File: src/rtl/tmp_pkg.sv
`timescale 1ns / 1ps
`default_nettype none
package tmp_pkg;
  localparam int unsigned PosW = 48;
  localparam int unsigned SpdW = 33;
  localparam int unsigned DivW = 64;
  localparam logic [2:0] ACT_TICK = 3'd0;
  localparam logic [2:0] ACT_GOTO = 3'd1;
  localparam logic [2:0] ACT_DGOTO = 3'd2;
  localparam logic [2:0] ACT_STOP = 3'd3;
  localparam logic [2:0] ACT_SETTGT = 3'd4;
  localparam logic [2:0] ACT_RESET = 3'd5;
  localparam logic [2:0] PH_IDLE = 3'd0;
  localparam logic [2:0] PH_REQ = 3'd1;
  localparam logic [2:0] PH_ACCEL = 3'd2;
  localparam logic [2:0] PH_BRAKE = 3'd3;
  localparam logic [2:0] PH_REACHED = 3'd4;
  localparam logic [1:0] ADDR_ACCEL = 2'd0;
  localparam logic [1:0] ADDR_LIMIT = 2'd1;
  localparam logic [1:0] ADDR_DELAY = 2'd2;

  typedef struct packed {
    logic start;       // latch inputs, run pre-step
    logic div_start;   // start brake distance divide
    logic finish;      // apply post-step
  } tmp_cmd_t;

  typedef struct packed {
    logic need_div;
    logic div_done;
  } tmp_sts_t;
endpackage
`default_nettype wire

File: src/rtl/tmp_ctrl.sv
`timescale 1ns / 1ps
`default_nettype none
module tmp_ctrl (
  input  wire logic          clk_i,
  input  wire logic          rst_ni,
  input  wire logic          in_valid_i,
  output logic               in_ready_o,
  output logic               out_valid_o,
  input  wire logic          out_ready_i,
  output tmp_pkg::tmp_cmd_t  cmd_o,
  input  tmp_pkg::tmp_sts_t  sts_i
);
  typedef enum logic [2:0] {S_IDLE, S_PRE, S_DIV, S_WAIT, S_POST, S_OUT} state_e;
  state_e state_q;

  assign in_ready_o  = (state_q == S_IDLE);
  assign out_valid_o = (state_q == S_OUT);
  always_comb begin
    cmd_o.start     = (state_q == S_IDLE) && in_valid_i;
    cmd_o.div_start = (state_q == S_DIV);
    cmd_o.finish    = (state_q == S_POST);
  end

  always_ff @(posedge clk_i or negedge rst_ni) begin
    if (!rst_ni) begin
      state_q <= S_IDLE;
    end else begin
      case (state_q)
        S_IDLE: if (in_valid_i) state_q <= S_PRE;
        S_PRE: state_q <= sts_i.need_div ? S_DIV : S_POST;
        S_DIV: state_q <= S_WAIT;
        S_WAIT: if (sts_i.div_done) state_q <= S_POST;
        S_POST: state_q <= S_OUT;
        S_OUT: if (out_ready_i) state_q <= S_IDLE;
        default: state_q <= S_IDLE;
      endcase
    end
  end
endmodule
`default_nettype wire

File: src/rtl/tmp_div.sv
`timescale 1ns / 1ps
`default_nettype none
module tmp_div (
  input  wire logic        clk_i,
  input  wire logic        rst_ni,
  input  wire logic        start_i,
  input  wire logic [63:0] num_i,
  input  wire logic [31:0] den_i,
  output logic             done_o,
  output logic [63:0]      quo_o
);
  logic [63:0] quo_q;
  logic [32:0] rem_q;
  logic [31:0] den_q;
  logic [6:0]  cnt_q;
  logic        busy_q;
  logic [32:0] sh;
  logic        ge;

  assign sh = {rem_q[31:0], quo_q[63]};
  assign ge = (sh >= {1'b0, den_q});
  assign quo_o = quo_q;
  assign done_o = !busy_q;

  always_ff @(posedge clk_i or negedge rst_ni) begin
    if (!rst_ni) begin
      busy_q <= 1'b0;
      cnt_q  <= '0;
    end else if (start_i) begin
      busy_q <= 1'b1;
      cnt_q  <= 7'd64;
    end else if (busy_q) begin
      cnt_q <= cnt_q - 7'd1;
      if (cnt_q == 7'd1) busy_q <= 1'b0;
    end
  end

  always_ff @(posedge clk_i) begin
    if (start_i) begin
      quo_q <= num_i;
      rem_q <= '0;
      den_q <= den_i;
    end else if (busy_q) begin
      rem_q <= ge ? sh - {1'b0, den_q} : sh;
      quo_q <= {quo_q[62:0], ge};
    end
  end
endmodule
`default_nettype wire

File: src/rtl/tmp_dp.sv
`timescale 1ns / 1ps
`default_nettype none
module tmp_dp (
  input  wire logic         clk_i,
  input  wire logic         rst_ni,
  input  tmp_pkg::tmp_cmd_t cmd_i,
  output tmp_pkg::tmp_sts_t sts_o,
  input  wire logic [2:0]   action_i,
  input  wire logic signed [47:0] meas_i,
  input  wire logic signed [47:0] target_i,
  input  wire logic [31:0]  cruise_i,
  input  wire logic [15:0]  delay_i,
  input  wire logic [31:0]  max_accel_i,
  input  wire logic [46:0]  limit_i,
  input  wire logic [15:0]  def_delay_i,
  output logic signed [47:0] setpoint_o,
  output logic signed [32:0] speed_o,
  output logic [2:0]        phase_o,
  output logic              cruising_o,
  output logic              fault_o
);
  localparam logic signed [49:0] PMAX = 50'sd140737488355327;
  localparam logic signed [49:0] PMIN = -50'sd140737488355328;
  localparam logic signed [33:0] SMAX = 34'sd4294967295;
  localparam logic signed [33:0] SMIN = -34'sd4294967296;

  logic [2:0] act_q, phase_q;
  logic signed [47:0] meas_q, tgt_q, setp_q, goal_q;
  logic [31:0] cru_in_q, cru_lim_q;
  logic [15:0] dly_in_q, dcnt_q;
  logic signed [32:0] spd_q, sacc_q, scru_q;
  logic fwd_q, cru_q, fault_q;
  logic pre_q;
  logic [63:0] sq_q;
  logic div_done;
  logic [63:0] quo;
  logic [31:0] den;

  // pre-step combinational results
  logic signed [33:0] v_sum, v_new;
  logic [32:0] v_abs, c_abs;
  logic clamp;
  logic signed [49:0] p_sum, p_new;
  logic signed [32:0] spd_pre;
  logic signed [47:0] setp_pre;

  always_comb begin
    v_sum = 34'(spd_q) + 34'(sacc_q);
    if (phase_q == tmp_pkg::PH_BRAKE) v_sum = 34'(spd_q) - 34'(sacc_q);
    v_abs = v_sum[33] ? 33'(-v_sum) : 33'(v_sum);
    c_abs = scru_q[32] ? 33'(-34'(scru_q)) : 33'(scru_q);
    clamp = (phase_q == tmp_pkg::PH_ACCEL) && (v_abs > c_abs);
    v_new = clamp ? 34'(scru_q) : v_sum;
    if (v_new > SMAX) v_new = SMAX;
    else if (v_new < SMIN) v_new = SMIN;
    spd_pre = 33'(v_new);
    p_sum = 50'(setp_q) + 50'(spd_pre);
    p_new = (p_sum > PMAX) ? PMAX : ((p_sum < PMIN) ? PMIN : p_sum);
    setp_pre = 48'(p_new);
  end

  logic [47:0] gap;
  logic signed [48:0] gdiff;
  assign gdiff = 49'(meas_q) - 49'(setp_q);
  assign gap = gdiff[48] ? 48'(-gdiff) : 48'(gdiff);

  logic is_move;
  assign is_move = (act_q == tmp_pkg::ACT_TICK) && (phase_q == tmp_pkg::PH_ACCEL);

  // squared speed magnitude, saturated once it no longer fits 32 bits
  logic [32:0] spre_abs, spd_abs;
  logic [63:0] sq_prod, sq_d;
  assign spre_abs = spd_pre[32] ? 33'(-34'(spd_pre)) : 33'(spd_pre);
  assign spd_abs = is_move ? spre_abs : (spd_q[32] ? 33'(-34'(spd_q)) : 33'(spd_q));
  assign sq_prod = {32'd0, spd_abs[31:0]} * {32'd0, spd_abs[31:0]};
  assign sq_d = spd_abs[32] ? '1 : sq_prod;

  always_comb begin
    sts_o.need_div = (sacc_q != '0) && ((act_q == tmp_pkg::ACT_STOP) || is_move);
    sts_o.div_done = div_done;
  end

  assign den = sacc_q[32] ? 32'(-sacc_q) : 32'(sacc_q);

  tmp_div u_div (
    .clk_i, .rst_ni, .start_i(cmd_i.div_start), .num_i({1'b0, sq_q[63:1]}),
    .den_i(den), .done_o(div_done), .quo_o(quo)
  );

  // brake distance signed, with divider result (zero when accel zero)
  logic signed [64:0] bd;
  logic signed [64:0] diff65, gsum;
  logic signed [63:0] diff;
  logic signed [49:0] gnew;
  logic go_brake;
  always_comb begin
    bd = (sacc_q == '0) ? '0 : (sacc_q[32] ? -65'({1'b0, quo}) : 65'({1'b0, quo}));
    diff65 = 65'(goal_q) - 65'(setp_q);
    diff = 64'(diff65);
    go_brake = fwd_q ? (65'(diff) < bd) : (65'(diff) > bd);
    gsum = 65'(setp_q) + bd;
    gnew = (gsum > 65'(PMAX)) ? PMAX : ((gsum < 65'(PMIN)) ? PMIN : 50'(gsum));
  end

  assign setpoint_o = setp_q;
  assign speed_o = spd_q;
  assign phase_o = phase_q;
  assign cruising_o = cru_q;
  assign fault_o = fault_q;

  always_ff @(posedge clk_i) begin
    if (cmd_i.start) begin
      act_q <= action_i; meas_q <= meas_i; tgt_q <= target_i;
      cru_in_q <= cruise_i; dly_in_q <= delay_i;
    end
  end

  always_ff @(posedge clk_i or negedge rst_ni) begin
    if (!rst_ni) begin
      phase_q <= tmp_pkg::PH_IDLE; setp_q <= '0; goal_q <= '0; spd_q <= '0;
      cru_lim_q <= '0; sacc_q <= '0; scru_q <= '0; fwd_q <= 1'b0;
      dcnt_q <= '0; cru_q <= 1'b0; fault_q <= 1'b0; sq_q <= '0;
    end else if (pre_q) begin
      // fault test on the old setpoint; accel step here so brake distance sees new speed
      sq_q <= sq_d;
      if ((act_q == tmp_pkg::ACT_TICK) && (gap >= {1'b0, limit_i})) fault_q <= 1'b1;
      if (is_move) begin
        spd_q <= spd_pre; setp_q <= setp_pre;
        if (clamp) cru_q <= 1'b1;
      end
    end else if (cmd_i.finish) begin
      case (act_q)
        tmp_pkg::ACT_GOTO, tmp_pkg::ACT_DGOTO: begin
          goal_q <= tgt_q; cru_lim_q <= cru_in_q; phase_q <= tmp_pkg::PH_REQ;
          dcnt_q <= (act_q == tmp_pkg::ACT_GOTO) ? 16'd0 :
                    ((dly_in_q != 16'd0) ? dly_in_q : def_delay_i);
        end
        tmp_pkg::ACT_STOP: goal_q <= 48'(gnew);
        tmp_pkg::ACT_SETTGT: goal_q <= tgt_q;
        tmp_pkg::ACT_RESET: begin
          phase_q <= tmp_pkg::PH_IDLE; fault_q <= 1'b0; spd_q <= '0; setp_q <= meas_q;
        end
        tmp_pkg::ACT_TICK: begin
          case (phase_q)
            tmp_pkg::PH_IDLE: cru_q <= 1'b0;
            tmp_pkg::PH_REQ: begin
              fwd_q <= goal_q >= meas_q;
              sacc_q <= (goal_q >= meas_q) ? 33'(max_accel_i) : -33'(max_accel_i);
              scru_q <= (goal_q >= meas_q) ? 33'(cru_lim_q) : -33'(cru_lim_q);
              if (dcnt_q != 16'd0) dcnt_q <= dcnt_q - 16'd1;
              else begin spd_q <= '0; phase_q <= tmp_pkg::PH_ACCEL; end
            end
            tmp_pkg::PH_ACCEL: begin
              if (go_brake) phase_q <= tmp_pkg::PH_BRAKE;
            end
            tmp_pkg::PH_BRAKE: begin
              spd_q <= spd_pre; setp_q <= setp_pre; cru_q <= 1'b0;
              if (fwd_q ? (spd_pre <= 0) : (spd_pre >= 0)) phase_q <= tmp_pkg::PH_REACHED;
            end
            default: begin setp_q <= goal_q; phase_q <= tmp_pkg::PH_IDLE; end
          endcase
        end
        default: ;
      endcase
    end
  end

  // one-shot marker for the cycle after start
  always_ff @(posedge clk_i or negedge rst_ni) begin
    if (!rst_ni) pre_q <= 1'b0;
    else pre_q <= cmd_i.start;
  end
endmodule
`default_nettype wire

File: src/rtl/trapezoidal_motion_profile_top.sv
// Channel  | Handshake                 | Beat
// input    | in_valid_i / in_ready_o   | action, positions, cruise speed, delay
// output   | out_valid_o / out_ready_i | setpoint, speed, phase, flags
// config   | APB psel/penable/pwrite   | max_accel, following_limit, default_delay
// A beat that needs the braking distance (accelerating tick or stop with nonzero accel)
// also waits for a 64-step radix-2 divider before its result beat is offered.
// The next input beat is taken once the result beat has been accepted.
// Reset is asynchronous and active low; the input latches and divider data registers are not reset.
`timescale 1ns / 1ps
`default_nettype none
module trapezoidal_motion_profile_top (
  input  wire logic        clk_i,
  input  wire logic        rst_ni,
  input  wire logic        in_valid_i,
  output logic             in_ready_o,
  input  wire logic [2:0]  action_i,
  input  wire logic signed [47:0] measured_position_i,
  input  wire logic signed [47:0] target_position_i,
  input  wire logic [31:0] cruise_speed_i,
  input  wire logic [15:0] delay_ticks_i,
  output logic             out_valid_o,
  input  wire logic        out_ready_i,
  output logic signed [47:0] commanded_position_o,
  output logic signed [32:0] profile_speed_o,
  output logic [2:0]       phase_o,
  output logic             speed_reached_o,
  output logic             track_fault_o,
  input  wire logic        psel,
  input  wire logic        penable,
  input  wire logic        pwrite,
  input  wire logic [4:0]  paddr,
  input  wire logic [63:0] pwdata,
  output logic [63:0]      prdata,
  output logic             pready
);
  logic [31:0] accel_q;
  logic [46:0] limit_q;
  logic [15:0] ddly_q;
  tmp_pkg::tmp_cmd_t cmd;
  tmp_pkg::tmp_sts_t sts;

  assign pready = 1'b1;
  always_ff @(posedge clk_i or negedge rst_ni) begin
    if (!rst_ni) begin
      accel_q <= 32'd429497; limit_q <= 47'h1_0000_0000; ddly_q <= 16'd500;
    end else if (psel && penable && pwrite) begin
      case (paddr[4:3])
        tmp_pkg::ADDR_ACCEL: accel_q <= pwdata[31:0];
        tmp_pkg::ADDR_LIMIT: limit_q <= pwdata[46:0];
        tmp_pkg::ADDR_DELAY: ddly_q <= pwdata[15:0];
        default: ;
      endcase
    end
  end
  always_comb begin
    case (paddr[4:3])
      tmp_pkg::ADDR_ACCEL: prdata = 64'(accel_q);
      tmp_pkg::ADDR_LIMIT: prdata = 64'(limit_q);
      tmp_pkg::ADDR_DELAY: prdata = 64'(ddly_q);
      default: prdata = '0;
    endcase
  end

  tmp_ctrl u_ctrl (.clk_i, .rst_ni, .in_valid_i, .in_ready_o, .out_valid_o, .out_ready_i,
    .cmd_o(cmd), .sts_i(sts));
  tmp_dp u_dp (.clk_i, .rst_ni, .cmd_i(cmd), .sts_o(sts), .action_i,
    .meas_i(measured_position_i), .target_i(target_position_i), .cruise_i(cruise_speed_i),
    .delay_i(delay_ticks_i), .max_accel_i(accel_q), .limit_i(limit_q), .def_delay_i(ddly_q),
    .setpoint_o(commanded_position_o), .speed_o(profile_speed_o), .phase_o,
    .cruising_o(speed_reached_o), .fault_o(track_fault_o));
endmodule
`default_nettype wire
File: config.mk
export PLATFORM = sky130hd
export DESIGN_NAME = trapezoidal_motion_profile_top
export DESIGN_NICKNAME = d
export VERILOG_FILES = /design/src/rtl/tmp_pkg.sv /design/src/rtl/tmp_ctrl.sv /design/src/rtl/tmp_div.sv /design/src/rtl/tmp_dp.sv /design/src/rtl/trapezoidal_motion_profile_top.sv
export SDC_FILE = /design/constraint.sdc
export NUM_CORES = 2
export LEC_CHECK = 0
export BUFFER_PORTS_ARGS = -buffer_cell sky130_fd_sc_hd__buf_2
export CAP_MARGIN = 40
export CORE_MARGIN = 5
export CORE_UTILIZATION = 45
export CTS_CLUSTER_DIAMETER = 80
export DETAILED_ROUTE_END_ITERATION = 10
export PLACE_DENSITY = 0.68
export SLEW_MARGIN = 20
export SYNTH_ARGS = -nofsm -noshare
export SYNTH_HDL_FRONTEND = slang
export SYNTH_SLANG_ARGS = --single-unit
File: constraint.sdc
create_clock -name clk_i -period 26.9 [get_ports clk_i]
set_input_delay 1.345 -clock clk_i [delete_from_list [all_inputs] [get_ports clk_i]]
set_output_delay 1.345 -clock clk_i [all_outputs]
set_load 0.01 [all_outputs]
==> run summary <==
outcome: finished, final reports clean
top post-synthesis cells by area: fa_1 (19%), dfrtp_1 (12%), ha_1 (11%)
final hold violations: 0
fraction of layout cells with a size suffix above 1: 0.0957
number of global-route vias before repair: 73633
Nets: 11829
CP Capture Type: register
hold worst-path end: u_dp.cru_lim_q[1]
worst-skew pair later-pin latency: 0.75 ns
core area: 190000 sq um
Avg Vias per Cell: 5.90
maximum fanout along the worst path: 66
1st-iter DRT viols: 7015
num ports: 376
setup_tns: 0 ns
Synth area leader: fa_1
Post-CTS Setup Repair Bufs: 0
cell count after synthesis: 9856
setup violators final: 0
CTS root buffer: clkbuf_16
first-pass GRT wire length: 448000 um
Die Ht: 447 um
Crit-path slowest cell: or4_4
Worst Min Path Start: u_dp.cru_in_q[1]
max-slew violations: 0
cts repair resizes: 0
Synth Warn #: 0
Post-synth EDFFs: 242
CTS sink count: 694
Routed Antenna Nets: 0
starting density of the core: 0.452
final WL: 297000 um
largest net degree at the start of global routing: 142
TritonCTS Buffers: 80
MaxCap Viol Count: 0
# hold bufs at CTS: 0
worst rel slew slack: 0.359
row count: 160
crit path time final: 22.00 ns
WS Path Type: register to register
Netlist cell types: 104
dominant cell by count in the synthesized netlist: inv_1
Die Footprint: 200000 sq um
synthesized flop and latch total: 694
RSZ-0062 raised after global routing: no
Worst R2R Setup Slack: 4.90 ns
Die W: 447 um
Min-Delay Path Depth: 2
area grow syn2layout: 8.99%
HP Class: register to register
dominant synthesized flop cell: dfrtp_1
Avg Synthesized Cell Area: 8.72 sq um
Via Count: 74382
average wire per standard cell: 23.6 um
Synth Cell Area: 86000 sq um
port bufs: 337
Slew @ Worst Pin: 0.955 ns
GR Util All Layers: 0.292
Clock Skew: 0.0816 ns
worst reg2reg startpoint: u_dp.sacc_q[0]
Worst Reg-to-Reg Cells: 71
H-Tree Level Count: 3
most frequent cells after synthesis: inv_1 (1335), nand2_1 (1076), fa_1 (811), nor2_1 (775), ha_1 (764)
TritonCTS clock tree: built
First-pass DRT Iterations: 8
sequential share of the synthesized area: 0.214
# fillers: 17778
CP Launch Type: register
Tcrit/Tclk final: 0.818
antenna violations before repair: 7
Setup crit start: u_dp.sacc_q[0]
Highest Clock Rate: 0.0454 GHz
worst r2r dst: u_dp.sq_q[63]
Post-DP HPWL: 234000 um
ys async rst share: 0.604
Synth top area share: 0.189
GP Congestion: 1.00
drt drc: 0
Critical Path AT: 22.54 ns
crit-path most repeated cell: fa_1
Clock transition at path regs: 0.07 ns
CTS max path bufs: 3
grt total ovfl: 0
Critical Path RT: 27.44 ns
Worst path max stage delay: 0.64 ns
==> cell type report <==
| cell class | count | area [sq um] | share of cell area |
|---|---|---|---|
| multi-input combinational | 7400 | 61000 | 0.651 |
| sequential | 694 | 18400 | 0.197 |
| inverter | 1349 | 5060 | 0.0541 |
| timing repair buffer | 506 | 3170 | 0.0339 |
| tap | 2511 | 3140 | 0.0335 |
| clock buffer | 96 | 2180 | 0.0232 |
| clock inverter | 54 | 656 | 0.00700 |
| antenna | 5 | 12.5 | 0.000134 |
==> worst max-delay path, delay by kind of cell, from the launching register on <==
family / cells / cell delay (ns)
AO/OA/AOI/OAI: 22 / 6.09
XOR/XNOR: 3 / 0.81
adder cells (fa/ha/maj): 12 / 5.20
buffers and inverters: 10 / 2.15
flip-flops: 1 / 0.46
AND/OR/NAND/NOR: 24 / 6.97
==> layout by cell type, fill, tap and decap left out, drive strengths merged, types with 71 or more instances in the layout <==
cell type and instances:
nand3 105, nor3 112, o21ai 567, edfxtp 242
ha 764, mux2 89, a21o 256, a31oi 122
buf 500, xor2 320, nand2 1078, a21oi 578
fa 811, o31ai 94, nand4 88, nor2 776
or2 95, inv 1352, clkbuf 99, nand2b 87
dfrtp 401, or3 71, xnor2 323
==> kinds of logic after synthesis <==
kind of cell / share of synthesized area
xor+xnor: 0.0655
simple gates: 0.147
buf+inv: 0.0793
other cells: 0.0000874
flops: 0.214
mux: 0.0193
compound gates: 0.174
fa+ha+maj: 0.301
==> flip-flops by register name (all words and copies together) (netlist names), 3 cells and up <==
signal            flops
accel_q              32
ddly_q               16
limit_q              47
u_ctrl.state_q        3
u_dp.act_q            3
u_dp.cru_in_q        32
u_dp.cru_lim_q       32
u_dp.dcnt_q          16
u_dp.dly_in_q        16
u_dp.goal_q          48
u_dp.meas_q          48
u_dp.phase_o          3
u_dp.sacc_q          33
u_dp.scru_q          33
u_dp.setpoint_o      48
u_dp.speed_o         33
u_dp.sq_q            63
u_dp.tgt_q           48
u_dp.u_div.cnt_q      7
u_dp.u_div.den_q     32
u_dp.u_div.quo_o     64
u_dp.u_div.rem_q     32
==> worst max path at each step <==
stage | endpoint | slack (ns)
floorplan | u_dp.sq_q[63] | 7.99
global placement | u_dp.sq_q[63] | 5.56
detailed placement | u_dp.sq_q[63] | 5.36
CTS | u_dp.sq_q[63] | 5.21
global route | u_dp.sq_q[63] | 3.73
finish | u_dp.sq_q[63] | 4.90
==> per-layer routing <==
layer / wire length (um) / vias up / global-route usage
met1: 123000 / 36600 / 0.394
li1: - / 33702 / -
met3: 26200 / 611 / 0.0432
met2: 133000 / 3465 / 0.464
met5: 26 / - / 0
met4: 15500 / 4 / 0.133
==> through the flow <==
step / instance area [sq um] / std cells / hold slack (ns) / setup WS, ns / util
floorplan: 86000 / 9872 / 0.426 / 7.99 / -
global placement: 90400 / 12428 / 0.450 / 5.56 / 0.476
detailed placement: 90700 / 12448 / 0.460 / 5.36 / 0.477
CTS: 93500 / 12598 / 0.475 / 5.21 / 0.492
global route: 93700 / 12611 / 0.494 / 3.73 / 0.493
finish: 93700 / 12615 / 0.473 / 4.90 / 0.493
Power is not shown: default switching activity piles up to over one toggle a cycle in this logic, so the estimate is an artifact.
